--- src/rtl/assert_macros.svh ---
// assertion macros used by the top-level rtl file
// no dependencies
`ifndef ASSERT_MACROS_SVH
`define ASSERT_MACROS_SVH
`ifndef SYNTHESIS
`define CHK_IMPLY(lbl, clk, rst_n, pre, post, msg) \
    lbl: assert property (@(posedge clk) disable iff (!rst_n) (pre) |-> (post)) \
        else $error(msg);
`define CHK_NEXT(lbl, clk, rst_n, pre, post, msg) \
    lbl: assert property (@(posedge clk) disable iff (!rst_n) (pre) |=> (post)) \
        else $error(msg);
`else
`define CHK_IMPLY(lbl, clk, rst_n, pre, post, msg)
`define CHK_NEXT(lbl, clk, rst_n, pre, post, msg)
`endif
`endif

--- src/rtl/mch_pkg.sv ---
`timescale 1ns / 1ps
// constants, tables and types of the calibrated heading block
// no dependencies
package mch_pkg;

    localparam int CORDIC_STEPS = 16;
    localparam int TABLE_LEN = 24;
    localparam int STEP_COUNT = (CORDIC_STEPS < TABLE_LEN) ? CORDIC_STEPS : TABLE_LEN;
    localparam int DIV_STEPS = 16;
    localparam int QUEUE_DEPTH = 4;
    localparam int QPTR_W = $clog2(QUEUE_DEPTH);
    localparam int QCNT_W = $clog2(QUEUE_DEPTH + 1);
    localparam int BACK_LAT = DIV_STEPS + 2 * STEP_COUNT + 6;
    localparam int ROT_W = 34;
    localparam int VEC_W = 36;

    localparam logic signed [ROT_W-1:0] INV_GAIN_Q30 = 34'sd652032874;
    localparam logic signed [ROT_W-1:0] QUARTER_TURN = 34'sd1073741824;
    localparam logic signed [15:0] HEADING_SCALE = 16'sd23040;
    localparam logic signed [18:0] HALF_TURN_LIMIT = 19'sd11520;

    localparam logic [29:0] ARC_TABLE [TABLE_LEN] = '{
        30'd536870912, 30'd316933406, 30'd167458907, 30'd85004756, 30'd42667331,
        30'd21354465, 30'd10680350, 30'd5340245, 30'd2670163, 30'd1335087,
        30'd667544, 30'd333772, 30'd166886, 30'd83443, 30'd41722,
        30'd20861, 30'd10430, 30'd5215, 30'd2608, 30'd1304,
        30'd652, 30'd326, 30'd163, 30'd81
    };

    typedef enum logic [2:0] {
        REG_X_LOW  = 3'd0,
        REG_X_HIGH = 3'd1,
        REG_Y_LOW  = 3'd2,
        REG_Y_HIGH = 3'd3,
        REG_Z_LOW  = 3'd4,
        REG_Z_HIGH = 3'd5
    } reg_index_t;

    typedef struct packed {
        logic [2:0][15:0]   num;
        logic [2:0][15:0]   den;
        logic [2:0]         zero;
        logic signed [15:0] roll;
        logic signed [15:0] pitch;
    } front_item_t;

endpackage

--- src/rtl/mch_if.sv ---
`timescale 1ns / 1ps
// handshake channels: sample in, result out, configuration write
// no dependencies
interface mch_sample_if;
    logic               valid;
    logic               ready;
    logic signed [15:0] raw_x;
    logic signed [15:0] raw_y;
    logic signed [15:0] raw_z;
    logic signed [15:0] roll_angle;
    logic signed [15:0] pitch_angle;
    modport source (output valid, raw_x, raw_y, raw_z, roll_angle, pitch_angle, input ready);
    modport sink (input valid, raw_x, raw_y, raw_z, roll_angle, pitch_angle, output ready);
endinterface


interface mch_cfg_if;
    logic        valid;
    logic        ready;
    logic [2:0]  index;
    logic [15:0] data;
    modport source (output valid, index, data, input ready);
    modport sink (input valid, index, data, output ready);
endinterface

--- src/rtl/mch_front.sv ---
`timescale 1ns / 1ps
// front part: limit registers, clamp and division operands per axis
// depends on mch_pkg and mch_if
module mch_front (
    input  logic                clk,
    input  logic                rst_n,
    mch_cfg_if.sink             cfg,
    mch_sample_if.sink          sample,
    input  logic                q_ready,
    output logic                push,
    output mch_pkg::front_item_t item
);

    localparam logic signed [15:0] LOW_RESET [3] = '{-16'sd720, -16'sd775, -16'sd37};
    localparam logic signed [15:0] HIGH_RESET [3] = '{16'sd380, 16'sd145, 16'sd1035};

    logic signed [15:0] lo_reg [3];
    logic signed [15:0] hi_reg [3];
    logic signed [15:0] raw [3];

    assign cfg.ready = 1'b1;
    assign sample.ready = q_ready;
    assign push = sample.valid && q_ready;

    assign raw[0] = sample.raw_x;
    assign raw[1] = sample.raw_y;
    assign raw[2] = sample.raw_z;

    always_ff @(posedge clk or negedge rst_n)
    begin
        if (!rst_n)
        begin
            for (int a = 0; a < 3; a++)
            begin
                lo_reg[a] <= LOW_RESET[a];
                hi_reg[a] <= HIGH_RESET[a];
            end
        end
        else if (cfg.valid)
        begin
            case (cfg.index)
                mch_pkg::REG_X_LOW:  lo_reg[0] <= cfg.data;
                mch_pkg::REG_X_HIGH: hi_reg[0] <= cfg.data;
                mch_pkg::REG_Y_LOW:  lo_reg[1] <= cfg.data;
                mch_pkg::REG_Y_HIGH: hi_reg[1] <= cfg.data;
                mch_pkg::REG_Z_LOW:  lo_reg[2] <= cfg.data;
                mch_pkg::REG_Z_HIGH: hi_reg[2] <= cfg.data;
                default: ;
            endcase
        end
    end

    // clamp to the window, offset from low limit, span as divisor
    always_comb
    begin
        logic signed [15:0] v_hi;
        logic signed [15:0] v_cl;
        logic signed [16:0] diff;
        logic signed [16:0] span;
        for (int a = 0; a < 3; a++)
        begin
            v_hi = (raw[a] < hi_reg[a]) ? raw[a] : hi_reg[a];
            v_cl = (v_hi > lo_reg[a]) ? v_hi : lo_reg[a];
            diff = {v_cl[15], v_cl} - {lo_reg[a][15], lo_reg[a]};
            span = {hi_reg[a][15], hi_reg[a]} - {lo_reg[a][15], lo_reg[a]};
            item.num[a] = diff[15:0];
            item.den[a] = (span > 17'sd0) ? span[15:0] : 16'd1;
            item.zero[a] = (lo_reg[a] == hi_reg[a]);
        end
        item.roll = sample.roll_angle;
        item.pitch = sample.pitch_angle;
    end

endmodule

--- src/flat_wrapper.sv ---
// flat-port wrapper written by rule: the top's interface ports become plain ports
module mch_front_flat 
  (clk, rst_n, q_ready, push, item, cfg_valid, cfg_index, cfg_data, cfg_ready, sample_valid, sample_raw_x, sample_raw_y, sample_raw_z, sample_roll_angle, sample_pitch_angle, sample_ready);
  mch_cfg_if cfg_i ();
  mch_sample_if sample_i ();
  input  logic clk;
  input  logic rst_n;
  input  logic q_ready;
  output logic push;
  output mch_pkg::front_item_t item;
  input wire logic [$bits(cfg_i.valid)-1:0] cfg_valid;
  input wire logic [$bits(cfg_i.index)-1:0] cfg_index;
  input wire logic [$bits(cfg_i.data)-1:0] cfg_data;
  output wire logic [$bits(cfg_i.ready)-1:0] cfg_ready;
  input wire logic [$bits(sample_i.valid)-1:0] sample_valid;
  input wire logic [$bits(sample_i.raw_x)-1:0] sample_raw_x;
  input wire logic [$bits(sample_i.raw_y)-1:0] sample_raw_y;
  input wire logic [$bits(sample_i.raw_z)-1:0] sample_raw_z;
  input wire logic [$bits(sample_i.roll_angle)-1:0] sample_roll_angle;
  input wire logic [$bits(sample_i.pitch_angle)-1:0] sample_pitch_angle;
  output wire logic [$bits(sample_i.ready)-1:0] sample_ready;
  assign cfg_i.valid = cfg_valid;
  assign cfg_i.index = cfg_index;
  assign cfg_i.data = cfg_data;
  assign cfg_ready = cfg_i.ready;
  assign sample_i.valid = sample_valid;
  assign sample_i.raw_x = sample_raw_x;
  assign sample_i.raw_y = sample_raw_y;
  assign sample_i.raw_z = sample_raw_z;
  assign sample_i.roll_angle = sample_roll_angle;
  assign sample_i.pitch_angle = sample_pitch_angle;
  assign sample_ready = sample_i.ready;
  mch_front u_core (.clk(clk), .rst_n(rst_n), .cfg(cfg_i), .sample(sample_i), .q_ready(q_ready), .push(push), .item(item));
endmodule
--- config.mk ---
export PLATFORM = sky130hd
export DESIGN_NAME = mch_front_flat
export DESIGN_NICKNAME = d
export VERILOG_FILES = /design/src/rtl/assert_macros.svh /design/src/rtl/mch_pkg.sv /design/src/rtl/mch_if.sv /design/src/rtl/mch_front.sv /design/src/flat_wrapper.sv
export SDC_FILE = /design/constraint.sdc
export NUM_CORES = 1
export LEC_CHECK = 0
export ABC_AREA = 1
export BUFFER_PORTS_ARGS = -buffer_cell sky130_fd_sc_hd__buf_2
export CAP_MARGIN = 20
export CORE_AREA = 2 2 154 156
export CTS_CLUSTER_DIAMETER = 50
export CTS_CLUSTER_SIZE = 10
export DETAILED_ROUTE_END_ITERATION = 16
export DIE_AREA = 0 0 156 158
export HOLD_SLACK_MARGIN = 0.1
export PLACE_DENSITY = 0.79
export SYNTH_ARGS = -nofsm -noshare
export SYNTH_HDL_FRONTEND = slang
export SYNTH_SLANG_ARGS = --single-unit
--- constraint.sdc ---
create_clock -name clk -period 14.1 [get_ports clk]
set_input_delay 4.23 -clock clk [delete_from_list [all_inputs] [get_ports clk]]
set_output_delay 4.23 -clock clk [all_outputs]
set_load 0.05 [all_outputs]
==> metrics.cfg, run 1 <==
[run_status]
status=complete, no violations

[min_path]
hold_depth=2
worstHoldStart=u_core.lo_reg[31]
worstHoldPathType=reg2reg
hold_path_end=u_core.lo_reg[31]

[placement]
dp_cells=2555
portBuffers=172
hpwlAfterDp_um=32600
place_congestion=1.06

[worst_setup_path]
critPathSlowestCell=fa_1
worstPathArrival_ns=9.39
cp-start-kind=primary input
r2r_slack_ns=13.21
slowest_delay_ns=0.44
cp-end-kind=output pin
crit_required_ns=9.87
crit_fanout=13
cp_common_cell=nand2_1
rr_worst_depth=2
regToRegEndpoint=u_core.lo_reg[1]
critical_path_class=in2out
reg2reg_from=u_core.lo_reg[1]

[global_route]
grt_pass1_vias=13200
grt_remaining_overflow=0
grt_max_degree=78
antenna_found_initial=0
grt_pass1_wl_um=62700
grtUsageTotal=0.315

[yosys]
synthMuxAreaShare=0
synth_flop_cell=dfstp_2
yosys-top-cells-area=nand2_1 20%, ha_1 17%, inv_1 9.6%, dfstp_2 9.4%, dfrtp_1 9.0%
syn_nets=2447
synth-compound-area-share=0.0994
synth_top_cell_area_share=0.201
synth_edf_count=0
synth_fa_ha_area_frac=0.183
synth_xor_area_frac=0.0308
seq_area_frac_synth=0.184
synth_cell_types=42
netlist_instances=2151
ys_ff_latch=96
syn_avg_cell_area_sq_um=6.21
yosysTopAreaCell=nand2_1
synth_area_sq_um=13400
synth_top_family_by_area=simple AND/OR/NAND/NOR gates
synth-async-reset-ratio=1.00
synth_simple_gate_area_frac=0.371
yosys_warnings=0

[cells_and_area]
syn_to_final_growth_pct=8.90
drive_above_1_share=0.131
fillers=2250
nets=2573
final_cells=2572
diodes=0
multi_input_area_sq_um=9160
seq_area_sq_um=2460

[clock_tree]
clk_path_buf_depth=2
numCtsBuffers=9
cts-root-buf=clkbuf_16
clk_latency_ns=0.35
path_clk_slew_ns=0.07
cts_sinks=96
htree_num_levels=3
hold_buffers=0
cts_tree=yes

[timing]
hold-worst-slack_ns=0.502
final-hold-violation-count=0
fin_worst_skew_ns=0
setup_viol=0
fmax_mhz=73.4
tightest_slew_ns=0.969
slew_violations=0
slew_headroom=0.352
timing.final.crit_share=0.966
finalCriticalPeriod_ns=13.62

[floorplanning]
fp.dieArea_sq_um=24600
placementRows=56
core_region_area_sq_um=23100
initial_core_util=0.579
die_y_um=158
io_pins=238
die_w_um=156

[detailed_routing]
vias_per_cell=5.42
route.detailed.wl_per_inst_um=15.0
antenna_left=0
vias=13900
drt_pass1_iterations=5
drt_iter0_markers=865
drc=0
routed_wl_um=38700

[flow_run]
maxCapViolations=0

## how the worst max path moves through the flow
stage,from,endpoint
2_1_floorplan,sample_raw_z[9],item[127]
3_3_place_gp,sample_raw_x[5],item[95]
3_5_place_dp,sample_raw_y[9],item[111]
4_1_cts,sample_raw_y[9],item[111]
5_1_grt,sample_raw_x[5],item[95]
6_report,sample_raw_x[5],item[95]
## synthesized netlist by cell type (all sizes together), types with 3 or more instances
library cell,n
ha,186
a21oi,104
o21ai,126
nand2,738
xnor2,12
or2,5
fa,6
a21o,6
nand4,18
xor2,35
nand3b,22
nor3,16
nor2,125
nand3,167
o2111ai,3
o21a,5
buf,53
dfrtp,48
dfstp,48
inv,343
and2,52
clkbuf,19
## worst max-delay path, delay by kind of cell
kind                     cells  cell delay, ns
XOR/XNOR                     1            0.16
adder cells (fa/ha/maj)      4            1.28
buffers and inverters        3            0.61
AND/OR/NAND/NOR             18            2.14
AO/OA/AOI/OAI                6            0.94
## cell families after synthesis
kind of cell,count (synthesis)
xor gates and xnor gates,47
DFF,96
and+or+nand+nor,1147
AOI/OAI and AO/OA,253
buffers and inverters,415
adders and majority gates,192
other,1
## per-stage QoR
stage | util | cell area (sq um) | setup slack, ns | TNS [ns]
after floorplan | - | 13400 | 0.722 | 0
after global placement | 0.617 | 14200 | 0.446 | 0
after detailed placement | 0.617 | 14200 | 0.318 | 0
after CTS | 0.629 | 14500 | 0.296 | 0
after global routing | 0.631 | 14500 | -0.00986 | -0.00986
final | 0.631 | 14500 | 0.478 | 0
## final cells by class
cell class                      instances  area share
Clock buffer                            9      0.0155
Clock inverter                          7     0.00422
Inverter                              343      0.0886
Multi-Input combinational cell       1640       0.630
Sequential cell                        96       0.169
Tap cell                              290      0.0250
Timing Repair Buffer                  187      0.0675
## metal layers
layer / vias to the layer above / track usage / part of all wire
li1: 7053 / - / -
met1: 6342 / 0.421 / 0.45
met2: 469 / 0.537 / 0.46
met3: 79 / 0.0323 / 0.065
met4: 0 / 0.102 / 0.028
met5: - / 0 / 0
## repair_timing
item                                   4_1_cts  5_1_grt
gates resized for setup                      0       12
endpoints found under the hold margin        0        0
setup buffers                                0        1
setup endpoints to repair                    0       18
## layout by cell type, fill, tap and decap left out, types with 35 or more instances in the layout
| master | count |
|---|---|
| nand2_1 | 715 |
| inv_1 | 341 |
| ha_1 | 186 |
| buf_2 | 169 |
| nand3_1 | 164 |
| o21ai_0 | 118 |
| nor2_1 | 115 |
| a21oi_1 | 104 |
| and2_1 | 52 |
| dfstp_2 | 48 |
| dfrtp_1 | 48 |
| xor2_1 | 35 |
Power of run 1 is not shown: default switching activity piles up to over one toggle a cycle in this logic, so the estimate is an artifact.
==> run 2, diff against run 1 <==
- CELL_PAD_IN_SITES_DETAIL_PLACEMENT: unset -> 1
- CELL_PAD_IN_SITES_GLOBAL_PLACEMENT: unset -> 1
- CORE_AREA: 2 2 154 156 -> 2 2 186 188
- DIE_AREA: 0 0 156 158 -> 0 0 188 190
- PLACE_DENSITY: 0.79 -> 0.78
==> run 2 against run 1 <==
Effect of this change:
- hold slack improved by 0.0059 ns
- setup slack got worse by 0.030 ns
- first-iteration DRC count decreased by 25%
- register-to-register slack got worse by 0.04 ns
- flip-flop and latch count unchanged
- clock skew unchanged
- die area increased by 45%
- fmax decreased by 0.22%
- via count increased by 0.65%
- routed wire length increased by 20%
- critical endpoint is now item[111]
- highest routed layer unchanged
==> metrics.cfg, run 2 (synthesis results as in run 1) <==
[timing]
slew_headroom=0.306
final-hold-violation-count=0
setup_viol=0
timing.final.crit_share=0.968
tightest_slew_ns=1.04
slew_violations=0
setup_ws_ns=0.449
finalCriticalPeriod_ns=13.65
fin_worst_skew_ns=0
fmax_mhz=73.3

[flow_run]
maxCapViolations=0

[detailed_routing]
routed_wl_um=46300
drt_iter0_markers=646
dr_wl_met2_um=22700
vias=14000
maxUsedRoutingLayer=met4
met3_length_um=1620
drt_pass1_iterations=5
route.detailed.wl_per_inst_um=16.9
drc=0
drt-met1-wl_um=20600
antenna_left=0
vias_per_cell=5.12

[worst_setup_path]
critPathSlowestCell=fa_1
critical_path_class=in2out
cp-end-kind=output pin
cp-start-kind=primary input
slowest_delay_ns=0.42
cp_common_cell=nand2_1
worstPathArrival_ns=9.42
crit_fanout=9
crit_required_ns=9.87

[clock_tree]
post_cts_buffers=0
path_clk_slew_ns=0.06
cts_sinks=96
clk_path_buf_depth=2
cts_tree=yes
htree_num_levels=3
clk_latency_ns=0.34
cts-root-buf=clkbuf_16
numCtsBuffers=9

[floorplanning]
core_region_area_sq_um=33900
die_y_um=190
fp.dieArea_sq_um=35700
die_w_um=188
initial_core_util=0.393
io_pins=238
placementRows=68

[placement]
dp_slack_ns=0.229
dp_cells=2722
hpwlAfterDp_um=40000
place_congestion=0.921
post_dp_cell_area_sq_um=14400
portBuffers=172

[global_route]
grt_pass1_vias=14500
antenna_found_initial=3
grtUsageTotal=0.261
grt_pass1_wl_um=74900
grt_max_degree=84
grt_remaining_overflow=0

[cells_and_area]
nets=2575
drive_above_1_share=0.135
final_cells=2739
mostFrequentLayoutCells=713 x nand2_1, 339 x inv_1, 186 x ha_1, 168 x buf_2, 164 x nand3_1
syn_to_final_growth_pct=11.1
final_cell_area_sq_um=14800
diodes=0
final_common_cell=nand2_1

[run_status]
status=complete, no violations

[min_path]
worstHoldPathType=reg2reg

run 2: cell types whose count changed in the layout (fill, tap and decap cells not counted), moves of 2 or more:
cell | previous run | this run
buf_4 | 16 | 14
inv_2 | 2 | 4
inv_1 | 341 | 339
o21ai_1 | 8 | 5
buf_6 | 0 | 4
nand2_2 | 16 | 18
inv_8 | 2 | 0
nor2_2 | 10 | 12
nand2_1 | 715 | 713
nor2_1 | 115 | 113
o21ai_2 | 0 | 2
run 2: worst max-delay path, delay by kind of cell:
family | cells | cell delay, ns
buf+inv | 6 | 0.92
simple gates | 24 | 2.30
compound gates | 3 | 0.57
fa+ha+maj | 4 | 1.24
xor+xnor | 1 | 0.14
run 2: cell type report:
type	count	area (sq um)
Fill cell	4718	19100
Multi-Input combinational cell	1640	9180
Sequential cell	96	2460
Inverter	343	1290
Timing Repair Buffer	189	1030
Tap cell	455	569
Clock buffer	10	229
Clock inverter	6	68.8
run 2: path summary, 6_finish.rpt:
path                                   from                end  slack, ns  cells past startpoint
setup / recovery            sample_raw_y[3]          item[111]       0.45                     38
hold / removal             u_core.lo_reg[3]   u_core.lo_reg[3]       0.51                      2
setup reg to reg           u_core.lo_reg[1]   u_core.lo_reg[1]      13.17                      2
hold reg to reg            u_core.lo_reg[3]   u_core.lo_reg[3]       0.51                      2
max in group asynchronous             rst_n   u_core.lo_reg[6]       9.51                      3
min in group asynchronous             rst_n  u_core.hi_reg[29]       3.72                      1
run 2: per-layer routing:
layer	vias up	global-route usage
met3	71	0.0229
met1	6619	0.328
met4	0	0.0866
met2	301	0.468
li1	7043	-
met5	-	0
run 2: timing repair:
| action | CTS | global route |
|---|---|---|
| hold buffers | 0 | 0 |
| setup endpoints to repair | 0 | 26 |
| gates resized for setup | 0 | 26 |
run 2: metrics by stage:
step / util / hold slack (ns) / setup TNS, ns
final: 0.437 / 0.508 / 0
after global routing: 0.437 / 0.525 / -0.114
after CTS: 0.434 / 0.513 / 0
after detailed placement: 0.425 / 0.499 / 0
after global placement: 0.425 / 0.488 / 0
after floorplan: - / 0.475 / 0
Power of run 2 is left out for the same reason.
