[src/rtl/assert_macros.svh]
// assertion macros used by the top-level rtl file
// no dependencies
`ifndef ASSERT_MACROS_SVH
`define ASSERT_MACROS_SVH
`ifndef SYNTHESIS
`define CHK_IMPLY(lbl, clk, rst_n, pre, post, msg) \
    lbl: assert property (@(posedge clk) disable iff (!rst_n) (pre) |-> (post)) \
        else $error(msg);
`define CHK_NEXT(lbl, clk, rst_n, pre, post, msg) \
    lbl: assert property (@(posedge clk) disable iff (!rst_n) (pre) |=> (post)) \
        else $error(msg);
`else
`define CHK_IMPLY(lbl, clk, rst_n, pre, post, msg)
`define CHK_NEXT(lbl, clk, rst_n, pre, post, msg)
`endif
`endif

[src/rtl/mch_pkg.sv]
`timescale 1ns / 1ps
// constants, tables and types of the calibrated heading block
// no dependencies
package mch_pkg;

    localparam int CORDIC_STEPS = 16;
    localparam int TABLE_LEN = 24;
    localparam int STEP_COUNT = (CORDIC_STEPS < TABLE_LEN) ? CORDIC_STEPS : TABLE_LEN;
    localparam int DIV_STEPS = 16;
    localparam int QUEUE_DEPTH = 4;
    localparam int QPTR_W = $clog2(QUEUE_DEPTH);
    localparam int QCNT_W = $clog2(QUEUE_DEPTH + 1);
    localparam int BACK_LAT = DIV_STEPS + 2 * STEP_COUNT + 6;
    localparam int ROT_W = 34;
    localparam int VEC_W = 36;

    localparam logic signed [ROT_W-1:0] INV_GAIN_Q30 = 34'sd652032874;
    localparam logic signed [ROT_W-1:0] QUARTER_TURN = 34'sd1073741824;
    localparam logic signed [15:0] HEADING_SCALE = 16'sd23040;
    localparam logic signed [18:0] HALF_TURN_LIMIT = 19'sd11520;

    localparam logic [29:0] ARC_TABLE [TABLE_LEN] = '{
        30'd536870912, 30'd316933406, 30'd167458907, 30'd85004756, 30'd42667331,
        30'd21354465, 30'd10680350, 30'd5340245, 30'd2670163, 30'd1335087,
        30'd667544, 30'd333772, 30'd166886, 30'd83443, 30'd41722,
        30'd20861, 30'd10430, 30'd5215, 30'd2608, 30'd1304,
        30'd652, 30'd326, 30'd163, 30'd81
    };

    typedef enum logic [2:0] {
        REG_X_LOW  = 3'd0,
        REG_X_HIGH = 3'd1,
        REG_Y_LOW  = 3'd2,
        REG_Y_HIGH = 3'd3,
        REG_Z_LOW  = 3'd4,
        REG_Z_HIGH = 3'd5
    } reg_index_t;

    typedef struct packed {
        logic [2:0][15:0]   num;
        logic [2:0][15:0]   den;
        logic [2:0]         zero;
        logic signed [15:0] roll;
        logic signed [15:0] pitch;
    } front_item_t;

endpackage

[src/rtl/mch_queue.sv]
`timescale 1ns / 1ps
// short item queue between front and back
// depends on mch_pkg
module mch_queue (
    input  logic                clk,
    input  logic                rst_n,
    input  logic                push,
    input  mch_pkg::front_item_t wr_item,
    output logic                full,
    input  logic                pop,
    output logic                head_vld,
    output mch_pkg::front_item_t head
);

    mch_pkg::front_item_t mem_reg [mch_pkg::QUEUE_DEPTH];
    logic [mch_pkg::QPTR_W-1:0] wr_ptr_reg;
    logic [mch_pkg::QPTR_W-1:0] rd_ptr_reg;
    logic [mch_pkg::QCNT_W-1:0] cnt_reg;

    assign full = (cnt_reg == mch_pkg::QCNT_W'(mch_pkg::QUEUE_DEPTH));
    assign head_vld = (cnt_reg != '0);
    assign head = mem_reg[rd_ptr_reg];

    always_ff @(posedge clk)
    begin
        if (push)
        begin
            mem_reg[wr_ptr_reg] <= wr_item;
        end
    end

    always_ff @(posedge clk or negedge rst_n)
    begin
        if (!rst_n)
        begin
            wr_ptr_reg <= '0;
            rd_ptr_reg <= '0;
            cnt_reg <= '0;
        end
        else
        begin
            if (push)
            begin
                wr_ptr_reg <= wr_ptr_reg + 1'b1;
            end
            if (pop)
            begin
                rd_ptr_reg <= rd_ptr_reg + 1'b1;
            end
            if (push && !pop)
            begin
                cnt_reg <= cnt_reg + 1'b1;
            end
            else if (pop && !push)
            begin
                cnt_reg <= cnt_reg - 1'b1;
            end
        end
    end

endmodule

[config.mk]
export PLATFORM = sky130hd
export DESIGN_NAME = mch_queue
export DESIGN_NICKNAME = d
export VERILOG_FILES = /design/src/rtl/assert_macros.svh /design/src/rtl/mch_pkg.sv /design/src/rtl/mch_queue.sv
export SDC_FILE = /design/constraint.sdc
export NUM_CORES = 1
export LEC_CHECK = 0
export ABC_AREA = 1
export ABC_CLOCK_PERIOD_IN_PS = 4000
export BUFFER_PORTS_ARGS = -buffer_cell sky130_fd_sc_hd__buf_2
export CORE_MARGIN = 2
export CORE_UTILIZATION = 57
export DETAILED_ROUTE_END_ITERATION = 6
export HOLD_SLACK_MARGIN = 0.05
export PLACE_DENSITY = 0.83
export REMOVE_ABC_BUFFERS = 1
export SYNTH_ARGS = -nofsm -noshare
export SYNTH_HDL_FRONTEND = slang
export SYNTH_SLANG_ARGS = --single-unit
[constraint.sdc]
create_clock -name clk -period 4 [get_ports clk]
set_input_delay 0.2 -clock clk [delete_from_list [all_inputs] [get_ports clk]]
set_output_delay 0.2 -clock clk [all_outputs]
set_load 0.005 [all_outputs]
==> flow_summary.yaml, run 1 <==
worst_setup_path:
  r2r_slack_ns: 1.85
  worstReg2RegStart: "wr_ptr_reg[0]$_DFFE_PN0P_"
  crit_path_end_kind: "output port"
  arrival_ns: 2.76
  setup.worst_path.start_class: "flip-flop"
  crit_type: "flip-flop to output port"
  r2r_cells: 5
  startpoint: "rd_ptr_reg[1]$_DFFE_PN0P_"
  crit_fanout: 71
  worst_ep_required_time_ns: 3.80
  r2r_end: "mem_reg[2][118]$_DFFE_PP_"
die:
  ios: 268
  start_util: 0.577
  dieHeight_um: 199
  num_rows: 71
  die_width_um: 199
  core-area_um2: 37500
  die_area_um2: 39500
timing:
  timing.final.crit_share: 0.739
  maxClockFrequency_mhz: 338
  fin_crit_ns: 2.96
  tightest_slew_ns: 0.854
  hold_violations: 0
  slew_headroom: 0.430
  finalSetupViolations: 0
  skew_ns: 0.00939
  timing.hold.ws_ns: 0.360
  final_max_slew_viol_count: 0
  rsz0062_at_grt: "no"
pwr:
  internal_power_uw: 12300
  clkPwrFrac: 0.257
  p_leak_uw: 0.0107
  ir_drop_mv: 0.703
  sw_frac_of_total: 0.344
  p_seq_frac: 0.413
  power.switching_uw: 6450
  power_density_nw_per_um2: 711
  pwr-share-comb: 0.330
  fin_total_pwr_uw: 18800
cells_and_area:
  finalInstanceArea_um2: 26400
  area_growth_pct: 22.0
  layout.nets: 2114
  largest_register_ffs: 524
  layout-drive-gt1-share: 0.234
routing:
  drc: 0
  dr.pass1.iters: 5
  routedWlPerCell_um: 18.7
  viasPerCell: 5.36
  postRouteAntennaNets: 0
  wl_mm: 47.3
  vias: 13500
  drt-initial-drc-count: 847
global_route:
  track_usage: 0.238
  grt_max_degree: 98
  grt_pass1_wl_mm: 71.9
  grt_pass1_vias: 13800
  antenna_found_initial: 1
  gr-total-overflow: 0
synthesis:
  synth-seq-area-share: 0.736
  avgSynthCellArea_um2: 13.7
  ys_types: 21
  synthAdderAreaFrac: 0.00382
  synth_compound_area_frac: 0.112
  synthXorXnorAreaFrac: 0.00162
  yosysWarnings: 0
  synth_simple_gate_area_frac: 0.0716
  yosysTopAreaCell: "edfxtp_1"
  ys_top_cells_by_count: "edfxtp_1, nand2_1, inv_1, o211ai_1, o211ai_2"
  synth-edff-count: 524
  synth_area_leaders: "edfxtp_1, nand2_1, o211ai_1"
  synth_top_family_by_area: "compound AO/OA/AOI/OAI gates"
  synth_area_um2: 21600
  synth_mux_area_frac: 0
  synthCells: 1578
  synth_top_area_frac: 0.728
  synthFlopType: "edfxtp_1"
  ys_seq_elements: 531
  async_flop_share: 0.0132
  yosysMostFrequentCell: "edfxtp_1"
clock_tree:
  postCtsSetupRepairBufs: 0
  cts_resized: 0
  clockBufferDepth: 3
  numCtsBuffers: 52
  clock_sinks: 531
  path_clk_slew_ns: 0.07
  h-tree-depth: 2
  cts_tree: "done"
  clk_latency_ns: 0.58
  root_buffer: "clkbuf_16"
placement:
  dp_hpwl_mm: 25.6
  place.gp.congestion: 0.784
  io_buffer_count: 267
  placed_cell_area_um2: 23300
status:
  outcome: "finished clean"
min_path:
  holdPathEnd: "mem_reg[2][69]$_DFFE_PP_"
  worstHoldStart: "wr_item[69]"
  min_path_type: "input port to flip-flop"
  hold_depth: 2
job:
  drv_cap: 0
-- metrics by stage --
step,worst slack [ns],TNS (ns),utilization,instances
floorplan,-6.25,-830.30,-,1489
global placement,1.67,0,0.623,2295
detailed placement,1.65,0,0.623,2295
CTS,1.02,0,0.703,2522
global route,0.920,0,0.704,2523
finish,1.04,0,0.704,2524
-- power groups by stage --
stage | Clock, uW | Combinational [uW] | Sequential, uW
2_1_floorplan | 0 | 2680 | 8080
3_3_place_gp | 0 | 5800 | 7790
3_5_place_dp | 0 | 5970 | 7850
4_1_cts | 4850 | 6130 | 7740
5_1_grt | 5080 | 6810 | 7830
6_report | 4820 | 6190 | 7750
-- worst max-delay path by stage --
stage	to	cells past startpoint
floorplan	head[0]	2
global placement	head[58]	6
detailed placement	head[10]	6
CTS	head[10]	6
global route	head[10]	6
finish	head[10]	6
-- routing by layer --
| metal | track usage | part of all wire | vias up |
|---|---|---|---|
| met3 | 0.0470 | 0.073 | 89 |
| met1 | 0.297 | 0.39 | 6600 |
| met2 | 0.415 | 0.51 | 537 |
| met4 | 0.0890 | 0.025 | 0 |
| met5 | 0 | 0 | - |
| li1 | - | - | 6298 |
-- cell usage in the layout, fill, tap and decap left out, types with 6 or more instances in the layout --
master           n
clkbuf_16       54
clkinv_1         9
clkinv_2        13
edfxtp_1       524
buf_2          267
buf_12           8
dlygate4sd3_1  135
o211ai_1       173
o211ai_2        89
inv_1          268
inv_6            6
buf_4           20
nand2_1        407
-- cell type report --
type,count,area [um2]
sequential,531,15900
multi-input combinational,684,4080
tap,511,639
clock buffer,58,1370
antenna,2,5.00
clock inverter,34,314
timing repair buffer,430,3000
inverter,274,1050
fill,2331,11100
-- critical path, cell delays in order, from the launching register on --
cell and delay, ns:
dfrtp_4 0.67, inv_6 0.70, buf_4 0.34, buf_4 0.15, o211ai_2 0.08, nand2_1 0.07, buf_2 0.11
-- logic make-up after synthesis --
logic type / after synthesis
adder cells (fa/ha/maj): 6
flip-flops: 531
AND/OR/NAND/NOR: 411
XOR/XNOR: 4
buffers and inverters: 363
AO/OA/AOI/OAI: 263
-- repair_timing --
action | CTS | global route
hold buffers | 135 | 0
hold endpoints to repair | 535 | 0
setup endpoints to repair | 0 | 0
Note: power is estimated with default switching activity, not from simulation.
==> run 2, diff against run 1 <==
- ABC_AREA: 1 -> 0
- ABC_CLOCK_PERIOD_IN_PS: 4000 -> 2600
- CORE_UTILIZATION: 57 -> 51
- PLACE_DENSITY: 0.83 -> 0.79
- clock period: 4 -> 2.6 ns (I/O delays scaled with it)
==> flow_summary.yaml, run 2 <==
cells_and_area:
  largest_register_ffs: 524
  seq_area_um2: 15900
  layout.nets: 1303
  layout_common_cells: "edfxtp_1, buf_2, dlygate4sd3_1"
  multi_input_area_um2: 3160
  area_growth_pct: 26.8
  fillers: 2379
  layout.cells.most_common: "edfxtp_1"
  instances_no_fill: 1713
  layout-drive-gt1-share: 0.413
clock_tree:
  cts_resized: 0
  clk_latency_ns: 0.57
  postCtsSetupRepairBufs: 0
  hold_buffers: 135
  clockBufferDepth: 3
  h-tree-depth: 2
  numCtsBuffers: 52
  root_buffer: "clkbuf_16"
  path_clk_slew_ns: 0.06
  clock_sinks: 531
  cts_tree: "done"
status:
  outcome: "finished clean"
pwr:
  sw_frac_of_total: 0.266
  p_leak_uw: 0.00844
  p_seq_frac: 0.442
  fin_total_pwr_uw: 26300
  pwr-share-comb: 0.274
  power.switching_uw: 7000
  internal_power_uw: 19300
  clkPwrFrac: 0.284
  ir_drop_mv: 0.733
  power_density_nw_per_um2: 1080
placement:
  io_buffer_count: 267
  dp_hpwl_mm: 21.2
  place_inst: 1484
  place.gp.congestion: 0.720
timing:
  tightest_slew_ns: 0.736
  fin_crit_ns: 2.25
  final_max_slew_viol_count: 0
  finalSetupViolations: 0
  timing.final.crit_share: 0.867
  slew_headroom: 0.509
  maxClockFrequency_mhz: 444
  skew_ns: 0.0103
  hold_violations: 0
  rsz0062_at_grt: "no"
die:
  start_util: 0.514
  num_rows: 71
  core-area_um2: 37500
  ios: 268
  die_area_um2: 39400
  die_width_um: 198
  dieHeight_um: 198
routing:
  drt-initial-drc-count: 506
  viasPerCell: 5.33
  wl_mm: 38.1
  routedWlPerCell_um: 22.2
  drc: 0
  vias: 9135
  dr.pass1.iters: 5
  postRouteAntennaNets: 0
worst_setup_path:
  setup.worst_path.start_class: "flip-flop"
  startpoint: "rd_ptr_reg[0]$_DFFE_PN0P_"
  crit_path_end_kind: "output port"
  setup.worst_path.end: "head[63]"
  crit_type: "flip-flop to output port"
  crit_fanout: 34
  r2r_end: "mem_reg[0][51]$_DFFE_PP_"
  r2r_cells: 4
  worst_ep_required_time_ns: 2.47
  arrival_ns: 2.12
  r2r_slack_ns: 0.83
  worstReg2RegStart: "wr_ptr_reg[0]$_DFFE_PN0P_"
global_route:
  track_usage: 0.198
  grt_pass1_vias: 9988
  grt_pass1_wl_mm: 57.8
  grt_max_degree: 86
  antenna_found_initial: 1
  gr-total-overflow: 0
synthesis:
  synthCells: 719
  ys_top_cells_by_count: "edfxtp_1, mux4_2, buf_2, buf_6, dfrtp_1"
  ys_types: 19
  yosysTopAreaCell: "edfxtp_1"
  synth-edff-count: 524
  synth_area_leaders: "edfxtp_1, mux4_2, dfrtp_1"
  async_flop_share: 0.0132
  synth-seq-area-share: 0.825
  yosysMostFrequentCell: "edfxtp_1"
  synth_area_um2: 19300
  synthFlopType: "edfxtp_1"
  yosysWarnings: 0
  synth_top_area_frac: 0.816
  avgSynthCellArea_um2: 26.8
  ys_seq_elements: 531
min_path:
  min_path_type: "input port to flip-flop"
job:
  drv_cap: 0
## run 2: cell families (layout without fill, tap and decap cells)
kind of cell / count (synthesis) / in the layout / share of synthesized area
DFF: 531 / 531 / 0.825
muxes: 132 / 132 / 0.154
buffers and inverters: 34 / 516 / 0.0114
and+or+nand+nor: 9 / 9 / 0.00260
adders and majority gates: 6 / 6 / 0.00428
xor gates and xnor gates: 6 / 6 / 0.00273
AOI/OAI and AO/OA: 1 / 1 / 0.000259
other: 0 / 1 / 0
## run 2: power by group through the flow
stage	registers [uW]	logic, uW	clock network (uW)
after global placement	11700	7110	0
after detailed placement	11800	7140	0
final	11600	7210	7470
after global routing	11700	7800	7970
after CTS	11600	7350	7640
after floorplan	12300	3170	0
## run 2: routing by layer
| layer | up-vias | GRT usage | routed length, um |
|---|---|---|---|
| li1 | 4002 | - | - |
| met1 | 4778 | 0.248 | 14900 |
| met2 | 289 | 0.344 | 19900 |
| met3 | 64 | 0.0473 | 2410 |
| met4 | 2 | 0.0647 | 882 |
| met5 | - | 0 | 13 |
## run 2: how the worst min path moves through the flow
| stage | from | to | slack [ns] | depth (start not counted) |
|---|---|---|---|---|
| 2_1_floorplan | rst_n | cnt_reg[0]$_DFFE_PN0P_ | -0.17 | 0 |
| 3_3_place_gp | rst_n | cnt_reg[1]$_DFFE_PN0P_ | -0.008 | 1 |
| 3_5_place_dp | rst_n | cnt_reg[0]$_DFFE_PN0P_ | -0.01 | 1 |
| 4_1_cts | wr_item[103] | mem_reg[3][103]$_DFFE_PP_ | 0.26 | 2 |
| 5_1_grt | wr_item[124] | mem_reg[1][124]$_DFFE_PP_ | 0.29 | 2 |
| 6_report | wr_item[90] | mem_reg[1][90]$_DFFE_PP_ | 0.31 | 2 |
## run 2: final cells by class
| type | count | area share |
|---|---|---|
| tap | 511 | 0.0262 |
| inverter | 4 | 0.000614 |
| sequential | 531 | 0.651 |
| multi-input combinational | 154 | 0.129 |
| timing repair buffer | 419 | 0.123 |
| clock inverter | 31 | 0.0142 |
| clock buffer | 62 | 0.0556 |
| antenna | 1 | 0.000102 |
## run 2: worst max-delay path: stages, from the launching register on
cell,delay (ns)
dfrtp_4,0.49
buf_12,0.29
mux4_2,0.60
buf_2,0.16
## run 2: metrics by stage
stage	TNS, ns	hold slack, ns	cell area [um2]	utilization	setup WS (ns)
5_1_grt	0	0.291	24400	0.652	0.231
6_report	0	0.309	24400	0.652	0.346
2_1_floorplan	-1220.36	-0.166	19100	-	-3.27
3_3_place_gp	0	-0.00771	21400	0.570	0.883
4_1_cts	0	0.259	24400	0.652	0.268
3_5_place_dp	0	-0.0131	21400	0.570	0.827
==> run 3, diff against run 2 <==
- ABC_CLOCK_PERIOD_IN_PS: 2600 -> 2200
- CORE_UTILIZATION: 51 -> 57
- PLACE_DENSITY: 0.79 -> 0.83
- clock period: 2.6 -> 2.2 ns (I/O delays scaled with it)
==> flow_summary.yaml, run 3 (synthesis results as in run 2) <==
pwr:
  p_leak_uw: 0.00869
  power.switching_uw: 8900
  ir_drop_mv: 1.03
  clkPwrFrac: 0.265
  p_seq_frac: 0.422
  pwr-share-comb: 0.313
  internal_power_uw: 23700
  sw_frac_of_total: 0.273
  power_density_nw_per_um2: 1310
timing:
  fin_crit_ns: 2.25
  hold_violations: 0
  timing.final.crit_share: 1.02
  rsz0062_at_grt: "yes"
  maxClockFrequency_mhz: 445
  slew_headroom: 0.565
  finalSetupViolations: 41
  setup_ws_ns: -0.0489
  skew_ns: 0.0301
  timing.hold.ws_ns: 0.280
  final_max_slew_viol_count: 0
  tightest_slew_ns: 0.653
status:
  violations: "setup timing"
  outcome: "finished, violations left"
cells_and_area:
  layout.cells.most_common: "edfxtp_1"
  fillers: 1787
  layout.nets: 1326
  layout-drive-gt1-share: 0.421
  final_util: 0.746
  largest_register_ffs: 524
  layout_common_cells: "edfxtp_1, buf_2, dlygate4sd3_1"
  area_growth_pct: 29.3
routing:
  postRouteAntennaNets: 0
  drc: 0
  viasPerCell: 5.66
  routedWlPerCell_um: 25.0
  wl_mm: 41.8
  vias: 9490
  dr.pass1.iters: 5
  drt-initial-drc-count: 656
clock_tree:
  numCtsBuffers: 52
  cts_tree: "done"
  clockBufferDepth: 3
  clk_latency_ns: 0.58
  clock_sinks: 531
  root_buffer: "clkbuf_16"
  path_clk_slew_ns: 0.06
  h-tree-depth: 2
die:
  num_rows: 67
  die_width_um: 188
  ios: 268
  core-area_um2: 33400
  dieHeight_um: 188
  die_area_um2: 35300
  start_util: 0.576
global_route:
  gr-total-overflow: 0
  grt_pass1_wl_mm: 61.9
  track_usage: 0.237
  grt_pass1_vias: 10300
  antenna_found_initial: 3
  grt_max_degree: 87
worst_setup_path:
  worst_ep_required_time_ns: 2.09
  setup.worst_path.start_class: "flip-flop"
  crit_path_end_kind: "output port"
  crit_buf_inv: 3
  crit_type: "flip-flop to output port"
  cpMaxStageDelayCell: "mux4_2"
  path_cells: "buf_4, bufbuf_16, mux4_2, buf_2"
  slowest_delay_ns: 0.51
  arrival_ns: 2.14
  crit_fanout: 8
  crit_family: "buffers and inverters"
placement:
  io_buffer_count: 267
  place.gp.congestion: 0.707
  dp_hpwl_mm: 20.6
min_path:
  min_path_type: "input port to flip-flop"
job:
  drv_cap: 0
[run 3: changes by cell type in the layout (fill, tap and decap cells not counted), moves of 4 or more]
cell / delta
bufinv_16: -4
clkinv_2: -6
clkinv_4: +4
clkbuf_1: +5
buf_12: +5
buf_6: +29
buf_2: -26
buf_16: +6
[run 3: path summary, 6_finish.rpt]
kind	start	slack (ns)	cells after the start	to
worst max-delay path	rd_ptr_reg[0]$_DFFE_PN0P_	-0.05	4	head[79]
worst min-delay path	wr_item[31]	0.28	2	mem_reg[0][31]$_DFFE_PP_
worst max register to register	wr_ptr_reg[1]$_DFFE_PN0P_	0.51	4	mem_reg[1][120]$_DFFE_PP_
worst min register to register	wr_ptr_reg[0]$_DFFE_PN0P_	0.54	1	wr_ptr_reg[0]$_DFFE_PN0P_
max in group asynchronous	rst_n	1.29	3	rd_ptr_reg[0]$_DFFE_PN0P_
min in group asynchronous	rst_n	0.57	3	wr_ptr_reg[1]$_DFFE_PN0P_
[run 3: timing repair]
item	in CTS	in global routing
hold endpoints to repair	536	0
hold buffers	135	0
endpoints found under the setup margin	129	120
resized for setup	32	22
setup buffers	13	4
gates cloned	7	3
[run 3: metal layers]
| layer | vias to the layer above | GRT usage | wire, um |
|---|---|---|---|
| met3 | 73 | 0.0605 | 3080 |
| met5 | - | 0 | 0 |
| li1 | 4061 | - | - |
| met1 | 4927 | 0.307 | 15600 |
| met2 | 429 | 0.400 | 22200 |
| met4 | 0 | 0.0760 | 972 |
[run 3: per-stage QoR]
step                 TNS, ns  setup slack (ns)  cells  power, uW  cell area, um2
finish                -0.995           -0.0489   1676      32500           24900
global route           -7.89            -0.133   1675      33800           24900
CTS                    -4.62           -0.0855   1669      32300           24800
detailed placement         0             0.447   1420      22200           21300
global placement           0             0.451   1420      22000           21300
floorplan           -1480.54             -3.65    689      17800           19100
[run 3: power groups by stage]
stage | clock [uW] | sequential [uW] | combinational [uW]
detailed placement | 0 | 13900 | 8330
floorplan | 0 | 14400 | 3380
CTS | 8700 | 13700 | 9850
global placement | 0 | 13800 | 8260
global route | 9140 | 13900 | 10800
finish | 8630 | 13700 | 10200
[run 3: cell type report]
type / instances / area [um2] / share of cell area
flip-flops and latches: 531 / 15900 / 0.638
repair buffers: 442 / 3620 / 0.145
multi-input cells: 154 / 3160 / 0.127
clock buffers: 70 / 1420 / 0.0569
well taps: 448 / 561 / 0.0225
clock inverters: 24 / 231 / 0.00928
inverters: 4 / 15.0 / 0.000602
diodes: 3 / 7.51 / 0.000301
